===== config.mk =====
export PLATFORM = sky130hd
export DESIGN_NAME = iso8601_timestamp_precision_check_core
export DESIGN_NICKNAME = d
export VERILOG_FILES = /design/src/hdl/itspc_pkg.sv /design/src/hdl/itspc_step.sv /design/src/hdl/iso8601_timestamp_precision_check_core.sv
export SDC_FILE = /design/constraint.sdc
export NUM_CORES = 1
export LEC_CHECK = 0
export ABC_AREA = 1
export BUFFER_PORTS_ARGS = -buffer_cell sky130_fd_sc_hd__buf_2
export CAP_MARGIN = 0
export CORE_MARGIN = 5
export CORE_UTILIZATION = 55
export CTS_BUF_LIST = sky130_fd_sc_hd__clkbuf_8
export CTS_CLUSTER_SIZE = 25
export DETAILED_ROUTE_END_ITERATION = 8
export GPL_ROUTABILITY_DRIVEN = 0
export PLACE_DENSITY_LB_ADDON = 0.2
export SLEW_MARGIN = 0
export SYNTH_ARGS = -nofsm -noshare
export SYNTH_HDL_FRONTEND = slang
export SYNTH_SLANG_ARGS = --single-unit

===== constraint.sdc =====
create_clock -name clk -period 8.5 [get_ports clk]
set_input_delay 0.85 -clock clk [delete_from_list [all_inputs] [get_ports clk]]
set_output_delay 0.85 -clock clk [all_outputs]
set_load 0.05 [all_outputs]

===== src/hdl/itspc_pkg.sv =====
// Package for the ISO 8601 timestamp precision checker.
// Holds parse phases, precision codes, the parser state and result structs
// and the month length table. No dependencies.
`default_nettype none

package itspc_pkg;

  // Parse phase: position in the expected timestamp grammar
  typedef enum logic [4:0] {
    PH_CENT0      = 5'd0,
    PH_CENT1      = 5'd1,
    PH_YEAR0      = 5'd2,
    PH_YEAR1      = 5'd3,
    PH_DASH1      = 5'd4,
    PH_MON0       = 5'd5,
    PH_MON1       = 5'd6,
    PH_DASH2      = 5'd7,
    PH_DAY0       = 5'd8,
    PH_DAY1       = 5'd9,
    PH_T          = 5'd10,
    PH_HR0        = 5'd11,
    PH_HR1        = 5'd12,
    PH_COLON1     = 5'd13,
    PH_MIN0       = 5'd14,
    PH_MIN1       = 5'd15,
    PH_AFTER_MIN  = 5'd16,
    PH_SEC0       = 5'd17,
    PH_SEC1       = 5'd18,
    PH_AFTER_SEC  = 5'd19,
    PH_FRAC_FIRST = 5'd20,
    PH_FRAC       = 5'd21,
    PH_ZH0        = 5'd22,
    PH_ZH1        = 5'd23,
    PH_ZCOLON     = 5'd24,
    PH_ZM0        = 5'd25,
    PH_ZM1        = 5'd26,
    PH_DONE       = 5'd27
  } phase_t;

  // Precision codes
  localparam logic [2:0] PREC_YEAR   = 3'd0;
  localparam logic [2:0] PREC_MONTH  = 3'd1;
  localparam logic [2:0] PREC_DAY    = 3'd2;
  localparam logic [2:0] PREC_MINUTE = 3'd3;
  localparam logic [2:0] PREC_SECOND = 3'd4;
  localparam logic [2:0] PREC_SUBSEC = 3'd5;

  // Field limits
  localparam logic [6:0] MONTH_MAX  = 7'd12;
  localparam logic [6:0] HOUR_MAX   = 7'd23;
  localparam logic [6:0] MINSEC_MAX = 7'd59;
  localparam logic [6:0] FEB_LEAP   = 7'd29;
  localparam logic [6:0] MONTH_FEB  = 7'd2;

  // ASCII codes used by the grammar
  localparam logic [7:0] CH_ZERO  = 8'h30;
  localparam logic [7:0] CH_NINE  = 8'h39;
  localparam logic [7:0] CH_DASH  = 8'h2D;
  localparam logic [7:0] CH_PLUS  = 8'h2B;
  localparam logic [7:0] CH_COLON = 8'h3A;
  localparam logic [7:0] CH_DOT   = 8'h2E;
  localparam logic [7:0] CH_T     = 8'h54;
  localparam logic [7:0] CH_Z     = 8'h5A;

  // Parser state carried from byte to byte
  typedef struct packed {
    phase_t     phase;
    logic       failed;
    logic [6:0] cent;
    logic [6:0] year;
    logic [6:0] month;
    logic [6:0] day;
    logic [6:0] pair;
    logic [2:0] level;
  } parse_st_t;

  // Verdict on the final byte
  typedef struct packed {
    logic       ok;
    logic [2:0] prec;
  } verdict_t;

  // Days in a non-leap year month (1..12)
  function automatic logic [6:0] month_days(input logic [6:0] m);
    logic [6:0] r;
    unique case (m)
      7'd2:                      r = 7'd28;
      7'd4, 7'd6, 7'd9, 7'd11:   r = 7'd30;
      default:                   r = 7'd31;
    endcase
    return r;
  endfunction

endpackage

`default_nettype wire


===== src/hdl/itspc_step.sv =====
// One-byte parser step for the timestamp checker: next state and verdict.
// Pure combinational logic; depends on itspc_pkg.
`default_nettype none

module itspc_step (
  input  wire itspc_pkg::parse_st_t cur,
  input  wire logic [7:0]           character,
  input  wire logic                 final_byte,
  output itspc_pkg::parse_st_t      nxt,
  output itspc_pkg::verdict_t       verdict
);

  itspc_pkg::parse_st_t mid;
  logic        dig;
  logic [3:0]  d;
  logic [10:0] cent_acc;
  logic [10:0] year_acc;
  logic [10:0] pair_acc;
  logic [10:0] mon_acc;
  logic [10:0] day_acc;
  logic [6:0]  pair_new;
  logic [6:0]  day_new;
  logic [6:0]  mon_new;
  logic        leap;
  logic [6:0]  day_limit;
  logic        fail;
  logic        step_ph;

  // Digit decode and times-ten accumulators
  assign dig      = (character >= itspc_pkg::CH_ZERO) && (character <= itspc_pkg::CH_NINE);
  assign d        = dig ? character[3:0] : 4'd0;
  assign cent_acc = {cur.cent, 3'b000} + {3'b000, cur.cent, 1'b0} + {7'd0, d};
  assign year_acc = {cur.year, 3'b000} + {3'b000, cur.year, 1'b0} + {7'd0, d};
  assign pair_acc = {cur.pair, 3'b000} + {3'b000, cur.pair, 1'b0} + {7'd0, d};
  assign mon_acc  = {cur.month, 3'b000} + {3'b000, cur.month, 1'b0} + {7'd0, d};
  assign day_acc  = {cur.day, 3'b000} + {3'b000, cur.day, 1'b0} + {7'd0, d};
  assign pair_new = pair_acc[6:0];
  assign mon_new  = mon_acc[6:0];
  assign day_new  = day_acc[6:0];

  // Gregorian leap year and month length
  assign leap = (cur.year[1:0] == 2'd0) &&
                ((cur.year != 7'd0) || (cur.cent[1:0] == 2'd0));
  assign day_limit = ((cur.month == itspc_pkg::MONTH_FEB) && leap) ?
                     itspc_pkg::FEB_LEAP : itspc_pkg::month_days(cur.month);

  // Consume one byte
  always_comb begin
    mid     = cur;
    fail    = 1'b0;
    step_ph = 1'b1;
    if (!cur.failed) begin
      unique case (cur.phase)
        itspc_pkg::PH_CENT0, itspc_pkg::PH_CENT1: begin
          if (!dig) fail = 1'b1;
          else mid.cent = cent_acc[6:0];
        end
        itspc_pkg::PH_YEAR0, itspc_pkg::PH_YEAR1: begin
          if (!dig) fail = 1'b1;
          else mid.year = year_acc[6:0];
        end
        itspc_pkg::PH_DASH1, itspc_pkg::PH_DASH2: begin
          if (character != itspc_pkg::CH_DASH) fail = 1'b1;
        end
        itspc_pkg::PH_MON0: begin
          if (!dig) fail = 1'b1;
          else mid.month = {3'd0, d};
        end
        itspc_pkg::PH_MON1: begin
          if (!dig) fail = 1'b1;
          else begin
            mid.month = mon_new;
            if ((mon_new == 7'd0) || (mon_new > itspc_pkg::MONTH_MAX)) fail = 1'b1;
          end
        end
        itspc_pkg::PH_DAY0: begin
          if (!dig) fail = 1'b1;
          else mid.day = {3'd0, d};
        end
        itspc_pkg::PH_DAY1: begin
          if (!dig) fail = 1'b1;
          else begin
            mid.day = day_new;
            if ((cur.month == 7'd0) || (cur.month > itspc_pkg::MONTH_MAX) ||
                (day_new == 7'd0) || (day_new > day_limit)) fail = 1'b1;
          end
        end
        itspc_pkg::PH_T: begin
          if (character != itspc_pkg::CH_T) fail = 1'b1;
        end
        itspc_pkg::PH_HR0, itspc_pkg::PH_MIN0, itspc_pkg::PH_SEC0,
        itspc_pkg::PH_ZH0, itspc_pkg::PH_ZM0: begin
          if (!dig) fail = 1'b1;
          else mid.pair = {3'd0, d};
        end
        itspc_pkg::PH_HR1, itspc_pkg::PH_ZH1: begin
          if (!dig) fail = 1'b1;
          else begin
            mid.pair = pair_new;
            if (pair_new > itspc_pkg::HOUR_MAX) fail = 1'b1;
          end
        end
        itspc_pkg::PH_MIN1, itspc_pkg::PH_SEC1, itspc_pkg::PH_ZM1: begin
          if (!dig) fail = 1'b1;
          else begin
            mid.pair = pair_new;
            if (pair_new > itspc_pkg::MINSEC_MAX) fail = 1'b1;
            else if (cur.phase == itspc_pkg::PH_MIN1) mid.level = itspc_pkg::PREC_MINUTE;
            else if (cur.phase == itspc_pkg::PH_SEC1) mid.level = itspc_pkg::PREC_SECOND;
          end
        end
        itspc_pkg::PH_COLON1, itspc_pkg::PH_ZCOLON: begin
          if (character != itspc_pkg::CH_COLON) fail = 1'b1;
        end
        // Optional seconds, fraction or zone; zone start jumps ahead
        itspc_pkg::PH_AFTER_MIN, itspc_pkg::PH_AFTER_SEC, itspc_pkg::PH_FRAC: begin
          if ((cur.phase == itspc_pkg::PH_AFTER_MIN) && (character == itspc_pkg::CH_COLON)) begin
            step_ph = 1'b1;
          end else if ((cur.phase == itspc_pkg::PH_AFTER_SEC) &&
                       (character == itspc_pkg::CH_DOT)) begin
            step_ph = 1'b1;
          end else if ((cur.phase == itspc_pkg::PH_FRAC) && dig) begin
            step_ph = 1'b0;
          end else begin
            step_ph = 1'b0;
            if (character == itspc_pkg::CH_Z) mid.phase = itspc_pkg::PH_DONE;
            else if ((character == itspc_pkg::CH_PLUS) || (character == itspc_pkg::CH_DASH))
              mid.phase = itspc_pkg::PH_ZH0;
            else fail = 1'b1;
          end
        end
        itspc_pkg::PH_FRAC_FIRST: begin
          step_ph = 1'b0;
          if (!dig) fail = 1'b1;
          else begin
            mid.level = itspc_pkg::PREC_SUBSEC;
            mid.phase = itspc_pkg::PH_FRAC;
          end
        end
        // Anything after a complete zone is an error
        default: begin
          fail = 1'b1;
        end
      endcase
      if (fail) mid.failed = 1'b1;
      else if (step_ph) mid.phase = itspc_pkg::phase_t'(5'(cur.phase) + 5'd1);
    end
  end

  // Verdict and clear at end of string
  always_comb begin
    verdict.ok   = 1'b0;
    verdict.prec = itspc_pkg::PREC_YEAR;
    if (!mid.failed) begin
      unique case (mid.phase)
        itspc_pkg::PH_DASH1: begin
          verdict.ok = 1'b1; verdict.prec = itspc_pkg::PREC_YEAR;
        end
        itspc_pkg::PH_DASH2: begin
          verdict.ok = 1'b1; verdict.prec = itspc_pkg::PREC_MONTH;
        end
        itspc_pkg::PH_T: begin
          verdict.ok = 1'b1; verdict.prec = itspc_pkg::PREC_DAY;
        end
        itspc_pkg::PH_AFTER_MIN, itspc_pkg::PH_AFTER_SEC, itspc_pkg::PH_FRAC,
        itspc_pkg::PH_DONE: begin
          verdict.ok = 1'b1; verdict.prec = mid.level;
        end
        default: begin
          verdict.ok = 1'b0;
        end
      endcase
    end
    nxt = mid;
    if (final_byte) nxt = '0;
  end

endmodule

`default_nettype wire


===== src/hdl/iso8601_timestamp_precision_check_core.sv =====
// A final byte passes the input register, then the result register, before its result is valid.
// Throughput: one byte per cycle; a non-final byte never waits on the output.
// Only a final byte holds in the input register while the result register is full.
// Reset (rst, synchronous, active high) empties both registers and returns the
// parser to the start of a string with all field values cleared.
`default_nettype none

module iso8601_timestamp_precision_check_core (
  input  wire logic       clk,
  input  wire logic       rst,
  input  wire logic       in_valid,
  output logic            in_stall,
  input  wire logic [7:0] character,
  input  wire logic       final_byte,
  output logic            out_valid,
  input  wire logic       out_stall,
  output logic            valid_res,
  output logic [2:0]      precision
);

  logic                 in_vld_q;
  logic [7:0]           char_q;
  logic                 fin_q;
  itspc_pkg::parse_st_t st;
  itspc_pkg::parse_st_t st_next;
  itspc_pkg::verdict_t  verdict;
  logic                 out_free;
  logic                 adv;

  // Handshake control
  assign out_free = !out_valid || !out_stall;
  assign adv      = in_vld_q && (!fin_q || out_free);
  assign in_stall = in_vld_q && !adv;

  // Input register
  always_ff @(posedge clk) begin
    if (rst) begin
      in_vld_q <= 1'b0;
    end else if (!in_stall) begin
      in_vld_q <= in_valid;
    end
  end

  always_ff @(posedge clk) begin
    if (in_valid && !in_stall) begin
      char_q <= character;
      fin_q  <= final_byte;
    end
  end

  // Parser step
  itspc_step u_step (
    .cur        (st),
    .character  (char_q),
    .final_byte (fin_q),
    .nxt        (st_next),
    .verdict    (verdict)
  );

  // Parser state
  always_ff @(posedge clk) begin
    if (rst) begin
      st <= '0;
    end else if (adv) begin
      st <= st_next;
    end
  end

  // Result register
  always_ff @(posedge clk) begin
    if (rst) begin
      out_valid <= 1'b0;
    end else if (adv && fin_q) begin
      out_valid <= 1'b1;
    end else if (!out_stall) begin
      out_valid <= 1'b0;
    end
  end

  always_ff @(posedge clk) begin
    if (adv && fin_q) begin
      valid_res <= verdict.ok;
      precision <= verdict.prec;
    end
  end

  // Checks
  a_invalid_prec_zero: assert property (@(posedge clk) disable iff (rst)
    out_valid && !valid_res |-> precision == itspc_pkg::PREC_YEAR)
    else $error("invalid result with nonzero precision");

  a_prec_range: assert property (@(posedge clk) disable iff (rst)
    out_valid |-> precision <= itspc_pkg::PREC_SUBSEC)
    else $error("precision code out of range");

  a_clear_after_final: assert property (@(posedge clk) disable iff (rst)
    adv && fin_q |=> st.phase == itspc_pkg::PH_CENT0 && !st.failed)
    else $error("parser not cleared after final byte");

  a_stall_only_final: assert property (@(posedge clk) disable iff (rst)
    in_stall |-> in_vld_q && fin_q && out_valid)
    else $error("input stalled without a pending final byte");

  a_result_follows: assert property (@(posedge clk) disable iff (rst)
    adv && fin_q |=> out_valid)
    else $error("final byte produced no result");

endmodule

`default_nettype wire


==> qor.yml <==
outcome:
  status: "complete, no violations"
timing:
  skew_ns: 0.00833
  finalHoldViolCount: 0
  grt_setup_unrepaired: "false"
  tns_ns: 0
  max_freq_mhz: 220
  fin_crit_ns: 4.54
  finalCritPeriodShare: 0.534
  setup_viol: 0
  relSlewSlack: 0.529
  tightest_slew_ns: 0.703
  final-max-slew-violation-count: 0
power_and_ir_drop:
  p_per_area_mw_per_mm2: 105
  p_leak_uw: 0.00248
  irDropWorstVdd_mv: 0.0578
clock_network:
  cts_buffers: 5
  hold_buffers: 0
  cts_max_path_buffers: 2
  clk_latency_ns: 0.31
  clock_sinks: 52
  post_cts_buffers: 0
  cts_resized: 0
  clk_pin_slew_ns: 0.10
  cts-htree-levels: 2
  tritoncts: "yes"
  cts_root_buf: "clkbuf_8"
yosys:
  async_reset_ff_frac: 0
  yosys.area.top_type: "dfxtp_1"
  synth_most_common_cell: "nand2_1"
  synth_edf_count: 13
  synth_ff_type: "dfxtp_1"
  synth_area_leaders: "dfxtp_1, nand2_1, ha_1"
  syn_area_per_cell_um2: 6.51
  synth_nets: 768
  yosysWarnings: 0
  synth_cell_type_count: 45
  synthesis.area_mm2: 0.00461
  ys_ff_latch: 52
  synth_cells: 709
  synth_top_area_share: 0.169
  netlist_top_cells_count: "nand2_1, inv_1, nor2_1, nand3_1, a21oi_1"
  ys_seq_area_frac: 0.254
layout:
  nNetsFinal: 785
  final_cells: 832
  drive_gt1_frac: 0.0770
  area_growth_pct: 5.72
  fill_cells: 802
  antenna_cells: 0
worst_setup_path:
  cp.arrival_ns: 4.61
  critPathRequiredTime_ns: 8.57
  crit_fanout: 8
  critPathKind: "reg -> reg"
  cp-end-kind: "flip-flop"
  critPathLaunchType: "flip-flop"
floorplanning:
  core_mm2: 0.00818
  dieWidth_um: 102
  pin_count: 19
  die_area_mm2: 0.0103
  num_rows: 33
  start_util: 0.564
  die_height_um: 102
routing:
  vias: 4706
  ant_nets: 0
  first_iter_violations: 290
  topRoutingLayerUsed: "met4"
  drc: 0
  met1_length_um: 5100
  route.met2.wl_um: 5850
  first_pass_iters: 5
  drt-total-wl_um: 12000
  vias_per_cell: 5.66
  routed-wl-met3_um: 793
  wl_per_cell_um: 14.4
grt:
  grt-ovfl-total: 0
  antenna_found_initial: 0
  grt_start_max_net_pins: 25
  track_usage: 0.244
  grt_pass1_vias: 4507
  grt_pass1_wl_um: 20500
placed_design:
  place_hpwl_um: 9550
  place.port_buffers: 18
  placedCellCount: 824
hold_path:
  hold_path_class: "reg -> reg"
job:
  drv_cap: 0
[layout by cell type, fill, tap and decap left out, types with 2 or more instances in the layout]
cell type  count
nand2_1      194
inv_1         92
nor2_1        79
nand3_1       67
a21oi_1       54
ha_1          39
dfxtp_1       39
o21ai_0       27
buf_2         18
edfxtp_1      13
nand4_1       12
nand2_2       11
xor2_1         8
fa_1           7
nor3_1         6
xnor2_1        6
nor2_2         5
o22ai_1        5
clkbuf_8       5
inv_2          4
nor2_4         4
o211ai_1       3
a31oi_1        3
clkinv_1       3
o21ai_1        2
o21bai_1       2
nand3_2        2
[through the flow]
step	setup WS [ns]	cell area [um2]	hold WS [ns]	power (uW)	utilization
2_1_floorplan	4.55	4610	0.427	352	-
5_1_grt	3.52	4880	0.503	538	0.597
4_1_cts	3.95	4880	0.469	512	0.597
3_5_place_dp	3.98	4800	0.455	376	0.587
6_report	3.96	4880	0.463	511	0.597
3_3_place_gp	4.15	4800	0.444	373	0.587
[power breakdown]
group          switching, uW  leakage (uW)  internal, uW
registers               9.33      0.000442           261
clock network           83.4     0.0000482          55.3
logic                   69.1       0.00199          32.5
[per-layer routing]
metal  up-vias  track usage
met4         0       0.0716
met5         -            0
li1       2347            -
met2       178        0.425
met1      2154        0.312
met3        27       0.0365
[critical path, cell delays in order, from the launching register on]
cell and delay, ns:
edfxtp_1 0.51, o21ai_1 0.27, nand2_2 0.15, nor2_1 0.54, fa_1 0.58, fa_1 0.47
nand2_1 0.09, inv_1 0.04, nor2_1 0.16, nor2_1 0.07, nand2_1 0.06, nand2_1 0.05
nor2_1 0.08, nand2_1 0.06, nand2_1 0.07, nand2_1 0.09, nor2_4 0.17, nand3_2 0.11
nand2_1 0.10, nand3_1 0.06, nand2_1 0.11, nand2_1 0.06, nand2_1 0.06, nand2_1 0.08
nand2_2 0.08, nand2_1 0.05, nand2_1 0.05, nand2_1 0.05
[logic make-up after synthesis]
logic type,synth area share
AO/OA/AOI/OAI,0.121
XOR/XNOR,0.0266
adder cells (fa/ha/maj),0.136
buffers and inverters,0.0876
flip-flops,0.254
AND/OR/NAND/NOR,0.375
[worst paths after layout]
path	start	slack, ns	cells past startpoint	end
hold reg to reg	st[7]$_SDFFE_PP0P_	0.46	2	st[7]$_SDFFE_PP0P_
hold / removal	st[7]$_SDFFE_PP0P_	0.46	2	st[7]$_SDFFE_PP0P_
setup / recovery	char_q[1]$_DFFE_PP_	3.96	27	valid_res$_SDFFCE_PN0P_
setup reg to reg	char_q[1]$_DFFE_PP_	3.96	27	valid_res$_SDFFCE_PN0P_
[sequential cells by signal, indices dropped and copies added (netlist names)]
| name | cells |
|---|---|
| in_vld_q | 1 |
| fin_q | 1 |
| precision | 3 |
| char_q | 8 |
| st | 37 |
| out_valid | 1 |
| valid_res | 1 |
[layout make-up]
cell class	instances	area, um2	area share
clock inverter	3	11.3	0.00231
clock buffer	5	68.8	0.0141
multi-input combinational	552	3040	0.623
sequential	52	1170	0.240
timing repair buffer	18	90.1	0.0185
inverter	97	367	0.0752
tap	105	131	0.0269
Note: power is estimated with default switching activity, not from simulation.
